## config.mk

```make
export PLATFORM = sky130hd
export DESIGN_NAME = tree_level_set_schedule_unit
export DESIGN_NICKNAME = d
export VERILOG_FILES = /design/src/rtl/tlss_pkg.sv /design/src/rtl/tlss_alu.sv /design/src/rtl/tree_level_set_schedule_unit.sv
export SDC_FILE = /design/constraint.sdc
export NUM_CORES = 2
export LEC_CHECK = 0
export BUFFER_PORTS_ARGS = -buffer_cell sky130_fd_sc_hd__buf_4
export CORE_MARGIN = 1.5
export CORE_UTILIZATION = 35
export DETAILED_ROUTE_END_ITERATION = 12
export PLACE_DENSITY_LB_ADDON = 0.15
export SYNTH_ARGS = -nofsm -noshare
export SYNTH_HDL_FRONTEND = slang
export SYNTH_HIERARCHICAL = 1
export SYNTH_SLANG_ARGS = --single-unit
```

## constraint.sdc

```tcl
create_clock -name i_clk -period 6.84 [get_ports i_clk]
set_input_delay 2.052 -clock i_clk [delete_from_list [all_inputs] [get_ports i_clk]]
set_output_delay 2.052 -clock i_clk [all_outputs]
set_load 0.01 [all_outputs]
```

## src/rtl/tlss_pkg.sv

```systemverilog
// Package for the tree level-set schedule unit: item structs, sequencer states,
// and the request/response types of the shared arithmetic unit.
// No dependencies.
`default_nettype none

package tlss_pkg;

    localparam int STORE_DEPTH = 64;
    localparam int IDX_W       = 6;
    localparam int CNT_W       = 7;
    localparam logic [CNT_W-1:0] LVL_SAT = 7'd63;

    typedef struct packed {
        logic             has_parent;
        logic [IDX_W-1:0] parent;
        logic             last;
    } t_in_item;

    typedef struct packed {
        logic [IDX_W-1:0] level;
        logic [IDX_W-1:0] node;
        logic             level_end;
        logic             run_end;
        logic             bad_input;
    } t_out_item;

    typedef enum logic [3:0] {
        S_LOAD,
        S_ERR,
        S_C1,
        S_C2,
        S_C3,
        S_I1,
        S_I2,
        S_W1,
        S_W2,
        S_W3,
        S_W4,
        S_W5,
        S_E1,
        S_E2,
        S_E3
    } t_state;

    typedef enum logic [1:0] {
        ALU_INC,
        ALU_INC_SAT,
        ALU_DEC,
        ALU_CMP
    } t_alu_op;

    typedef struct packed {
        t_alu_op          op;
        logic [CNT_W-1:0] a;
        logic [CNT_W-1:0] b;
    } t_alu_req;

    typedef struct packed {
        logic [CNT_W-1:0] res;
        logic             gt;
        logic             eq;
        logic             res_zero;
    } t_alu_rsp;

endpackage

`default_nettype wire

```

## src/rtl/tlss_alu.sv

```systemverilog
// Shared arithmetic unit of the tree level-set schedule unit: increment,
// saturating level increment, decrement and compare on counts and levels.
// Depends on tlss_pkg.
`default_nettype none

module tlss_alu import tlss_pkg::*; (
    input  wire t_alu_req i_req,
    output t_alu_rsp      o_rsp
);

    logic [CNT_W-1:0] res;

    always_comb begin
        case (i_req.op)
            ALU_INC: begin
                res = i_req.a + 7'd1;
            end
            ALU_INC_SAT: begin
                // saturate at the top level value
                res = (i_req.a >= LVL_SAT) ? LVL_SAT : i_req.a + 7'd1;
            end
            ALU_DEC: begin
                res = i_req.a - 7'd1;
            end
            ALU_CMP: begin
                res = i_req.a;
            end
            default: begin
                res = i_req.a;
            end
        endcase
    end

    assign o_rsp.res      = res;
    assign o_rsp.gt       = (i_req.a > i_req.b);
    assign o_rsp.eq       = (i_req.a == i_req.b);
    assign o_rsp.res_zero = (res == '0);

endmodule

`default_nettype wire

```

## src/rtl/tree_level_set_schedule_unit.sv

```systemverilog
// Top level of the tree level-set schedule unit: load memories, child-count
// driven level walk and level-ordered emission, all under one sequencer.
// Depends on tlss_pkg and tlss_alu.
`default_nettype none

// Parent entries load one per cycle while busy is low. The entry marked last
// closes the forest and raises busy. A bad forest (parent out of range, or
// more than MAX_NODES entries) gives one error result, strobed once the error
// state has registered it. Otherwise the sequencer counts the children of each
// parent, seeds the ready queue with every childless node, walks the queue to
// give each parent a level above its children until it finds the queue empty,
// then emits the nodes level by level, all through one shared increment,
// decrement and compare unit and memories with one read and one write port.
// Results come one at a time on o_strobe and cannot be held off; busy falls
// as the final result is issued.
module tree_level_set_schedule_unit import tlss_pkg::*; #(
    parameter int MAX_NODES = 64
) (
    input  wire        i_clk,
    input  wire        i_rst_n,
    input  wire        start,
    output logic       busy,
    input  wire t_in_item i_item,
    output logic       o_strobe,
    output t_out_item  o_result
);

    localparam logic [CNT_W-1:0] MAX_N = CNT_W'(MAX_NODES);

    t_state            r_state, n_state;
    logic [CNT_W-1:0]  r_cnt, n_cnt;
    logic              r_err, n_err;
    logic [IDX_W-1:0]  r_max_par, n_max_par;
    logic [IDX_W-1:0]  r_max_lvl, n_max_lvl;
    logic [IDX_W-1:0]  r_i, n_i;
    logic [CNT_W-1:0]  r_head, n_head;
    logic [CNT_W-1:0]  r_tail, n_tail;
    logic [IDX_W-1:0]  r_p, n_p;
    logic [IDX_W-1:0]  r_cand, n_cand;
    logic [IDX_W-1:0]  r_lv, n_lv;
    logic              r_pend_vld, n_pend_vld;
    logic [IDX_W-1:0]  r_pend_node, n_pend_node;
    logic [STORE_DEPTH-1:0] r_cnt_vld, n_cnt_vld;
    logic [STORE_DEPTH-1:0] r_lvl_vld, n_lvl_vld;
    logic              r_out_vld, n_out_vld;
    t_out_item         r_out, n_out;

    // memories: node entry is {root, parent}
    logic [IDX_W:0]    r_node_mem [STORE_DEPTH];
    logic [CNT_W-1:0]  r_cmem     [STORE_DEPTH];
    logic [IDX_W-1:0]  r_lmem     [STORE_DEPTH];
    logic [IDX_W-1:0]  r_qmem     [STORE_DEPTH];
    logic [IDX_W:0]    r_node_rd;
    logic [CNT_W-1:0]  r_cnt_rd;
    logic [IDX_W-1:0]  r_lvl_rd;
    logic [IDX_W-1:0]  r_q_rd;

    logic              node_we, node_re;
    logic [IDX_W-1:0]  node_waddr, node_raddr;
    logic [IDX_W:0]    node_wdata;
    logic              cnt_we, cnt_re;
    logic [IDX_W-1:0]  cnt_waddr, cnt_raddr;
    logic [CNT_W-1:0]  cnt_wdata;
    logic              lvl_we, lvl_re;
    logic [IDX_W-1:0]  lvl_waddr, lvl_raddr;
    logic [IDX_W-1:0]  lvl_wdata;
    logic              q_we, q_re;
    logic [IDX_W-1:0]  q_waddr, q_raddr;
    logic [IDX_W-1:0]  q_wdata;

    t_alu_req          alu_req;
    t_alu_rsp          alu_rsp;

    logic              accept;
    logic              drop;
    logic [CNT_W-1:0]  cnt_after;
    logic [IDX_W-1:0]  max_par_after;
    logic              bad_forest;
    logic              last_i;
    logic              rd_root;
    logic [IDX_W-1:0]  rd_parent;

    tlss_alu u_alu (
        .i_req (alu_req),
        .o_rsp (alu_rsp)
    );

    assign busy     = (r_state != S_LOAD);
    assign accept   = start && !busy;
    assign o_strobe = r_out_vld;
    assign o_result = r_out;

    assign drop          = (r_cnt >= MAX_N);
    assign cnt_after     = drop ? r_cnt : r_cnt + 7'd1;
    assign max_par_after = (!drop && i_item.has_parent && (i_item.parent > r_max_par))
                           ? i_item.parent : r_max_par;
    assign bad_forest    = r_err || drop || ({1'b0, max_par_after} >= cnt_after);
    assign last_i        = ({1'b0, r_i} == (r_cnt - 7'd1));
    assign rd_root       = r_node_rd[IDX_W];
    assign rd_parent     = r_node_rd[IDX_W-1:0];

    // next state
    always_comb begin
        n_state = r_state;
        case (r_state)
            S_LOAD: begin
                if (accept && i_item.last) begin
                    n_state = bad_forest ? S_ERR : S_C1;
                end
            end
            S_ERR: n_state = S_LOAD;
            S_C1:  n_state = S_C2;
            S_C2: begin
                if (!rd_root) begin
                    n_state = S_C3;
                end else begin
                    n_state = last_i ? S_I1 : S_C1;
                end
            end
            S_C3:  n_state = last_i ? S_I1 : S_C1;
            S_I1:  n_state = S_I2;
            S_I2:  n_state = last_i ? S_W1 : S_I1;
            S_W1:  n_state = (r_head == r_tail) ? S_E1 : S_W2;
            S_W2:  n_state = S_W3;
            S_W3:  n_state = rd_root ? S_W1 : S_W4;
            S_W4:  n_state = S_W5;
            S_W5:  n_state = S_W1;
            S_E1:  n_state = S_E2;
            S_E2:  n_state = last_i ? S_E3 : S_E1;
            S_E3:  n_state = (r_lv == r_max_lvl) ? S_LOAD : S_E1;
            default: n_state = S_LOAD;
        endcase
    end

    // datapath and memory control
    always_comb begin
        n_cnt       = r_cnt;
        n_err       = r_err;
        n_max_par   = r_max_par;
        n_max_lvl   = r_max_lvl;
        n_i         = r_i;
        n_head      = r_head;
        n_tail      = r_tail;
        n_p         = r_p;
        n_cand      = r_cand;
        n_lv        = r_lv;
        n_pend_vld  = r_pend_vld;
        n_pend_node = r_pend_node;
        n_cnt_vld   = r_cnt_vld;
        n_lvl_vld   = r_lvl_vld;
        n_out_vld   = 1'b0;
        n_out       = r_out;

        node_we    = 1'b0;
        node_waddr = r_cnt[IDX_W-1:0];
        node_wdata = {!i_item.has_parent, i_item.has_parent ? i_item.parent : 6'd0};
        node_re    = 1'b0;
        node_raddr = r_i;
        cnt_we     = 1'b0;
        cnt_waddr  = r_p;
        cnt_wdata  = alu_rsp.res;
        cnt_re     = 1'b0;
        cnt_raddr  = r_i;
        lvl_we     = 1'b0;
        lvl_waddr  = r_p;
        lvl_wdata  = r_cand;
        lvl_re     = 1'b0;
        lvl_raddr  = r_i;
        q_we       = 1'b0;
        q_waddr    = r_tail[IDX_W-1:0];
        q_wdata    = r_i;
        q_re       = 1'b0;
        q_raddr    = r_head[IDX_W-1:0];

        alu_req.op = ALU_CMP;
        alu_req.a  = r_cnt_rd;
        alu_req.b  = '0;

        case (r_state)
            S_LOAD: begin
                if (accept) begin
                    if (drop) begin
                        n_err = 1'b1;
                    end else begin
                        node_we = 1'b1;
                    end
                    n_cnt     = cnt_after;
                    n_max_par = max_par_after;
                    n_i       = '0;
                end
            end
            S_ERR: begin
                n_out_vld       = 1'b1;
                n_out.level     = '0;
                n_out.node      = '0;
                n_out.level_end = 1'b0;
                n_out.run_end   = 1'b1;
                n_out.bad_input = 1'b1;
                n_cnt     = '0;
                n_err     = 1'b0;
                n_max_par = '0;
            end
            S_C1: begin
                node_re = 1'b1;
            end
            S_C2: begin
                if (!rd_root) begin
                    cnt_re    = 1'b1;
                    cnt_raddr = rd_parent;
                    n_p       = rd_parent;
                end else begin
                    n_i = last_i ? '0 : r_i + 6'd1;
                end
            end
            S_C3: begin
                alu_req.op = ALU_INC;
                cnt_we     = 1'b1;
                n_cnt_vld[r_p] = 1'b1;
                n_i        = last_i ? '0 : r_i + 6'd1;
            end
            S_I1: begin
                cnt_re = 1'b1;
            end
            S_I2: begin
                // seed the queue with every node that has no children
                if (alu_rsp.eq) begin
                    q_we   = 1'b1;
                    n_tail = r_tail + 7'd1;
                end
                n_i = r_i + 6'd1;
            end
            S_W1: begin
                if (r_head != r_tail) begin
                    q_re   = 1'b1;
                    n_head = r_head + 7'd1;
                end else begin
                    n_i  = '0;
                    n_lv = '0;
                end
            end
            S_W2: begin
                node_re    = 1'b1;
                node_raddr = r_q_rd;
                lvl_re     = 1'b1;
                lvl_raddr  = r_q_rd;
            end
            S_W3: begin
                alu_req.op = ALU_INC_SAT;
                alu_req.a  = {1'b0, r_lvl_rd};
                n_cand     = alu_rsp.res[IDX_W-1:0];
                n_p        = rd_parent;
                if (!rd_root) begin
                    lvl_re    = 1'b1;
                    lvl_raddr = rd_parent;
                    cnt_re    = 1'b1;
                    cnt_raddr = rd_parent;
                end
            end
            S_W4: begin
                alu_req.a = {1'b0, r_cand};
                alu_req.b = {1'b0, r_lvl_rd};
                if (alu_rsp.gt) begin
                    lvl_we = 1'b1;
                    n_lvl_vld[r_p] = 1'b1;
                    if (r_cand > r_max_lvl) begin
                        n_max_lvl = r_cand;
                    end
                end
            end
            S_W5: begin
                // release the parent once its last child is done
                alu_req.op = ALU_DEC;
                if (r_cnt_rd != '0) begin
                    cnt_we = 1'b1;
                    if (alu_rsp.res_zero) begin
                        q_we    = 1'b1;
                        q_wdata = r_p;
                        n_tail  = r_tail + 7'd1;
                    end
                end
            end
            S_E1: begin
                lvl_re = 1'b1;
            end
            S_E2: begin
                alu_req.a = {1'b0, r_lvl_rd};
                alu_req.b = {1'b0, r_lv};
                if (alu_rsp.eq) begin
                    // hold one node back so the end of level can be marked
                    if (r_pend_vld) begin
                        n_out_vld       = 1'b1;
                        n_out.level     = r_lv;
                        n_out.node      = r_pend_node;
                        n_out.level_end = 1'b0;
                        n_out.run_end   = 1'b0;
                        n_out.bad_input = 1'b0;
                    end
                    n_pend_vld  = 1'b1;
                    n_pend_node = r_i;
                end
                n_i = r_i + 6'd1;
            end
            S_E3: begin
                if (r_pend_vld) begin
                    n_out_vld       = 1'b1;
                    n_out.level     = r_lv;
                    n_out.node      = r_pend_node;
                    n_out.level_end = 1'b1;
                    n_out.run_end   = (r_lv == r_max_lvl);
                    n_out.bad_input = 1'b0;
                end
                n_pend_vld = 1'b0;
                n_i        = '0;
                n_lv       = r_lv + 6'd1;
                if (r_lv == r_max_lvl) begin
                    n_cnt     = '0;
                    n_err     = 1'b0;
                    n_max_par = '0;
                    n_max_lvl = '0;
                    n_head    = '0;
                    n_tail    = '0;
                    n_cnt_vld = '0;
                    n_lvl_vld = '0;
                end
            end
            default: begin
                n_out_vld = 1'b0;
            end
        endcase
    end

    always_ff @(posedge i_clk) begin
        if (!i_rst_n) begin
            r_state    <= S_LOAD;
            r_cnt      <= '0;
            r_err      <= 1'b0;
            r_max_par  <= '0;
            r_max_lvl  <= '0;
            r_i        <= '0;
            r_head     <= '0;
            r_tail     <= '0;
            r_lv       <= '0;
            r_pend_vld <= 1'b0;
            r_cnt_vld  <= '0;
            r_lvl_vld  <= '0;
            r_out_vld  <= 1'b0;
        end else begin
            r_state    <= n_state;
            r_cnt      <= n_cnt;
            r_err      <= n_err;
            r_max_par  <= n_max_par;
            r_max_lvl  <= n_max_lvl;
            r_i        <= n_i;
            r_head     <= n_head;
            r_tail     <= n_tail;
            r_lv       <= n_lv;
            r_pend_vld <= n_pend_vld;
            r_cnt_vld  <= n_cnt_vld;
            r_lvl_vld  <= n_lvl_vld;
            r_out_vld  <= n_out_vld;
        end
    end

    always_ff @(posedge i_clk) begin
        r_p         <= n_p;
        r_cand      <= n_cand;
        r_pend_node <= n_pend_node;
        r_out       <= n_out;
    end

    always_ff @(posedge i_clk) begin
        if (node_we) begin
            r_node_mem[node_waddr] <= node_wdata;
        end
        if (node_re) begin
            r_node_rd <= r_node_mem[node_raddr];
        end
    end

    // unwritten count and level entries read as zero
    always_ff @(posedge i_clk) begin
        if (cnt_we) begin
            r_cmem[cnt_waddr] <= cnt_wdata;
        end
        if (cnt_re) begin
            r_cnt_rd <= r_cnt_vld[cnt_raddr] ? r_cmem[cnt_raddr] : '0;
        end
    end

    always_ff @(posedge i_clk) begin
        if (lvl_we) begin
            r_lmem[lvl_waddr] <= lvl_wdata;
        end
        if (lvl_re) begin
            r_lvl_rd <= r_lvl_vld[lvl_raddr] ? r_lmem[lvl_raddr] : '0;
        end
    end

    always_ff @(posedge i_clk) begin
        if (q_we) begin
            r_qmem[q_waddr] <= q_wdata;
        end
        if (q_re) begin
            r_q_rd <= r_qmem[q_raddr];
        end
    end

endmodule

`default_nettype wire

```

==> results.py <==
metrics = {
    "cells_and_area": {
        "fillers": 20500,
        "area_growth_pct": 12.7,
        "fin_nets": 5436,
        "drive_above_1_share": 0.136,
        "stdcell_count": 8528,
    },
    "die": {
        "ioPinCount": 28,
        "dieHeight_um": 475,
        "rows": 172,
        "dieArea_sq_um": 225000,
        "die_w_um": 475,
        "core_area_sq_um": 220000,
        "start_util": 0.353,
    },
    "clock_tree": {
        "postCtsSetupBuffers": 0,
        "cts_tree": "done",
        "cts.path.max_buffers": 3,
        "holdBufCountCts": 0,
        "clockRootBuffer": "clkbuf_16",
        "cts_resized": 0,
        "numCtsBuffers": 203,
        "h-tree-depth": 4,
        "clkLatencyLatePin_ns": 0.86,
        "cts.sinks": 1903,
        "path_clk_slew_ns": 0.06,
    },
    "sta": {
        "hold_viol": 0,
        "max_freq_ghz": 0.162,
        "fin_crit_ns": 6.18,
        "rsz0062_at_grt": "false",
        "maxSlewViolCount": 0,
        "setup_tns_ns": 0,
        "finClkSkew_ns": 0.0342,
        "max_slew_margin": 0.169,
        "setup_viol": 0,
        "tightest_slew_ns": 1.25,
        "finalCritPeriodShare": 0.903,
    },
    "pwr": {
        "p_sw_uw": 5410,
        "p_clk_frac": 0.439,
        "p_seq_frac": 0.516,
        "power.density_nw_per_um2": 278,
        "p_int_uw": 19000,
        "p_leak_uw": 0.0281,
        "ir_drop_mv": 0.282,
        "combPwrFrac": 0.045,
        "netSwitchingFraction": 0.221,
    },
    "critical_path": {
        "worst_setup_path_start_kind": "flop",
        "cp.buffers_inverters": 1,
        "end_kind": "flop",
        "cp_top_family": "simple AND/OR/NAND/NOR gates",
        "worstPathCellList": "nand2_1 -> nor2_1 -> nor2_1 -> a221o_1 -> inv_1 -> ha_1 -> or2b_1 -> or3b_1 -> xnor2_1 -> a22o_2 -> nor4_2 -> nand2_1 -> nand2_1 -> nor2b_1 -> nand3_1 -> nor2_1",
        "cpMaxStageDelayCell": "nor2_1",
        "crit_path_max_incr_delay_ns": 0.69,
        "crit_fanout": 15,
        "path_class": "reg -> reg",
        "critical_path_required_ns": 7.32,
        "cp_data_arrival_time_ns": 6.66,
    },
    "detailed_routing": {
        "final_antenna_net_count": 0,
        "drc": 0,
        "wl_um": 215000,
        "dr.pass1.iters": 5,
        "routed_via_density": 5.33,
        "vias": 45400,
        "routedWlPerCell_um": 25.2,
        "dr.first_iter.drc_count": 4286,
    },
    "synth": {
        "synth_edf_count": 1723,
        "synth_top_cell_by_area": "edfxtp_1",
        "ys_warn_count": 6,
        "synthFlopType": "edfxtp_1",
        "synth_area_per_cell_sq_um": 14.4,
        "synth-seq-cells": 1903,
        "syn_area_sq_um": 77900,
        "ys_top_cells_by_area": "edfxtp_1 (66%), mux4_2 (7.4%), dfxtp_1 (4.6%)",
        "ys_types": 92,
        "synth_top_area_frac": 0.664,
        "syn_nets": 5451,
        "seq_area_frac_synth": 0.711,
        "async_reset_ff_frac": 0,
        "synth_cells": 5407,
    },
    "place": {
        "dpl.hpwl_um": 132000,
        "io_buffers": 27,
        "gp_congestion": 0.832,
        "placedCellCount": 8145,
    },
    "grt": {
        "grt_pass1_wl_um": 318000,
        "gr-total-overflow": 0,
        "grt_max_degree": 107,
        "grt_pass1_vias": 45400,
        "track_usage": 0.190,
        "antenna_found_initial": 7,
    },
    "run_status": {
        "outcome": "completed",
    },
    "min_path": {
        "hold_class": "reg -> reg",
    },
    "flow_run": {
        "max_cap_violations": 0,
    },
}
metal layers:
| metal | part of all wire | GRT usage | vias up |
|---|---|---|---|
| met5 | 0 | 0 | - |
| met4 | 0.021 | 0.0477 | 0 |
| met3 | 0.047 | 0.0226 | 260 |
| met2 | 0.48 | 0.308 | 1254 |
| met1 | 0.45 | 0.271 | 23500 |
| li1 | - | - | 20500 |
synthesized netlist by cell type (12+ instances only):
cell type and number:
a22o_1 19, edfxtp_1 1723, xor2_1 23, dfxtp_1 180, and2_1 54, a32oi_1 36, inv_1 41, nor2_1 540
o2111ai_1 21, o21ai_0 46, nand4_1 29, a311oi_1 31, nand2_1 902, a2111oi_0 17, nand3_1 268, a21oi_1 269
xnor2_1 26, a22oi_1 40, mux4_2 257, clkbuf_1 198, a211oi_1 55, mux2i_1 77, buf_1 52, a222oi_1 14
nor3_1 25, a31oi_1 67, buf_4 18, mux2_2 13, and3_1 40, ha_1 33, buf_2 71, buf_6 12
nor2b_1 25
final cells by class:
| class | instances | area, sq um | area share |
|---|---|---|---|
| antenna | 1 | 2.50 | 0.0000285 |
| clock buffer | 280 | 5540 | 0.0631 |
| clock inverter | 102 | 941 | 0.0107 |
| inverter | 42 | 158 | 0.00180 |
| multi-input combinational | 3108 | 21000 | 0.239 |
| sequential | 1903 | 55400 | 0.630 |
| tap | 2958 | 3700 | 0.0422 |
| timing repair buffer | 134 | 1120 | 0.0127 |
stage by stage:
step,utilization,hold WS (ns),instance area [sq um],worst slack [ns],total power [uW]
finish,0.398,0.465,87800,0.661,24400
global placement,0.369,0.446,81300,0.803,14000
detailed placement,0.369,0.453,81300,0.705,14000
global route,0.398,0.485,87800,0.271,25200
CTS,0.398,0.465,87800,0.690,24700
floorplan,-,0.406,77900,1.30,13600
cells in the final DEF, fill, tap and decap left out, drive strengths merged, types with 46 or more instances in the layout:
cell type,netlist,final
dfxtp,180,180
edfxtp,1723,1723
o21ai,53,53
nand3,270,270
buf,155,134
clkbuf,199,280
inv,41,46
a31oi,67,67
mux2i,78,78
mux4,257,257
and2,58,58
nor2,540,540
nand2,905,905
a211oi,55,55
a21oi,270,270
clkinv,1,85
flip-flops by register name (all words and copies together), names as in the netlist, 15 cells and up:
signal / flops
r_node_mem: 448
r_cnt_vld: 64
o_result: 15
r_lmem: 384
r_lvl_vld: 64
r_qmem: 384
r_cmem: 448
cells by family after synthesis:
family	synth area share
AO/OA/AOI/OAI	0.0607
other	0.0000482
adder cells (fa/ha/maj)	0.00530
flip-flops	0.711
AND/OR/NAND/NOR	0.109
XOR/XNOR	0.00551
buffers and inverters	0.0226
multiplexers	0.0866
worst reg2reg max path: stages, from the launching register on:
cell	delay [ns]
dfxtp_1	0.59
nand2_1	0.26
nor2_1	0.44
nor2_1	0.22
a221o_1	0.48
inv_1	0.14
ha_1	0.17
or2b_1	0.27
or3b_1	0.39
xnor2_1	0.14
a22o_2	0.29
nor4_2	0.24
nand2_1	0.23
nand2_1	0.31
nor2b_1	0.28
nand3_1	0.67
nor2_1	0.70
worst paths after layout:
kind                      start             to  slack (ns)  cells after the start
hold / removal    r_cnt_vld[12]  r_cnt_vld[12]        0.46                      2
hold reg to reg   r_cnt_vld[12]  r_cnt_vld[12]        0.46                      2
setup reg to reg     r_state[3]  r_qmem[35][5]        0.66                     16
setup / recovery     r_state[3]  r_qmem[35][5]        0.66                     16
power by group through the flow:
| stage | Combinational, uW | Sequential (uW) | Clock [uW] |
|---|---|---|---|
| 2_1_floorplan | 763 | 12800 | 0 |
| 3_3_place_gp | 1110 | 12900 | 0 |
| 3_5_place_dp | 1110 | 12900 | 0 |
| 4_1_cts | 1110 | 12600 | 11000 |
| 5_1_grt | 1200 | 12600 | 11400 |
| 6_report | 1100 | 12600 | 10700 |
Power figures use the tool's default switching activity.
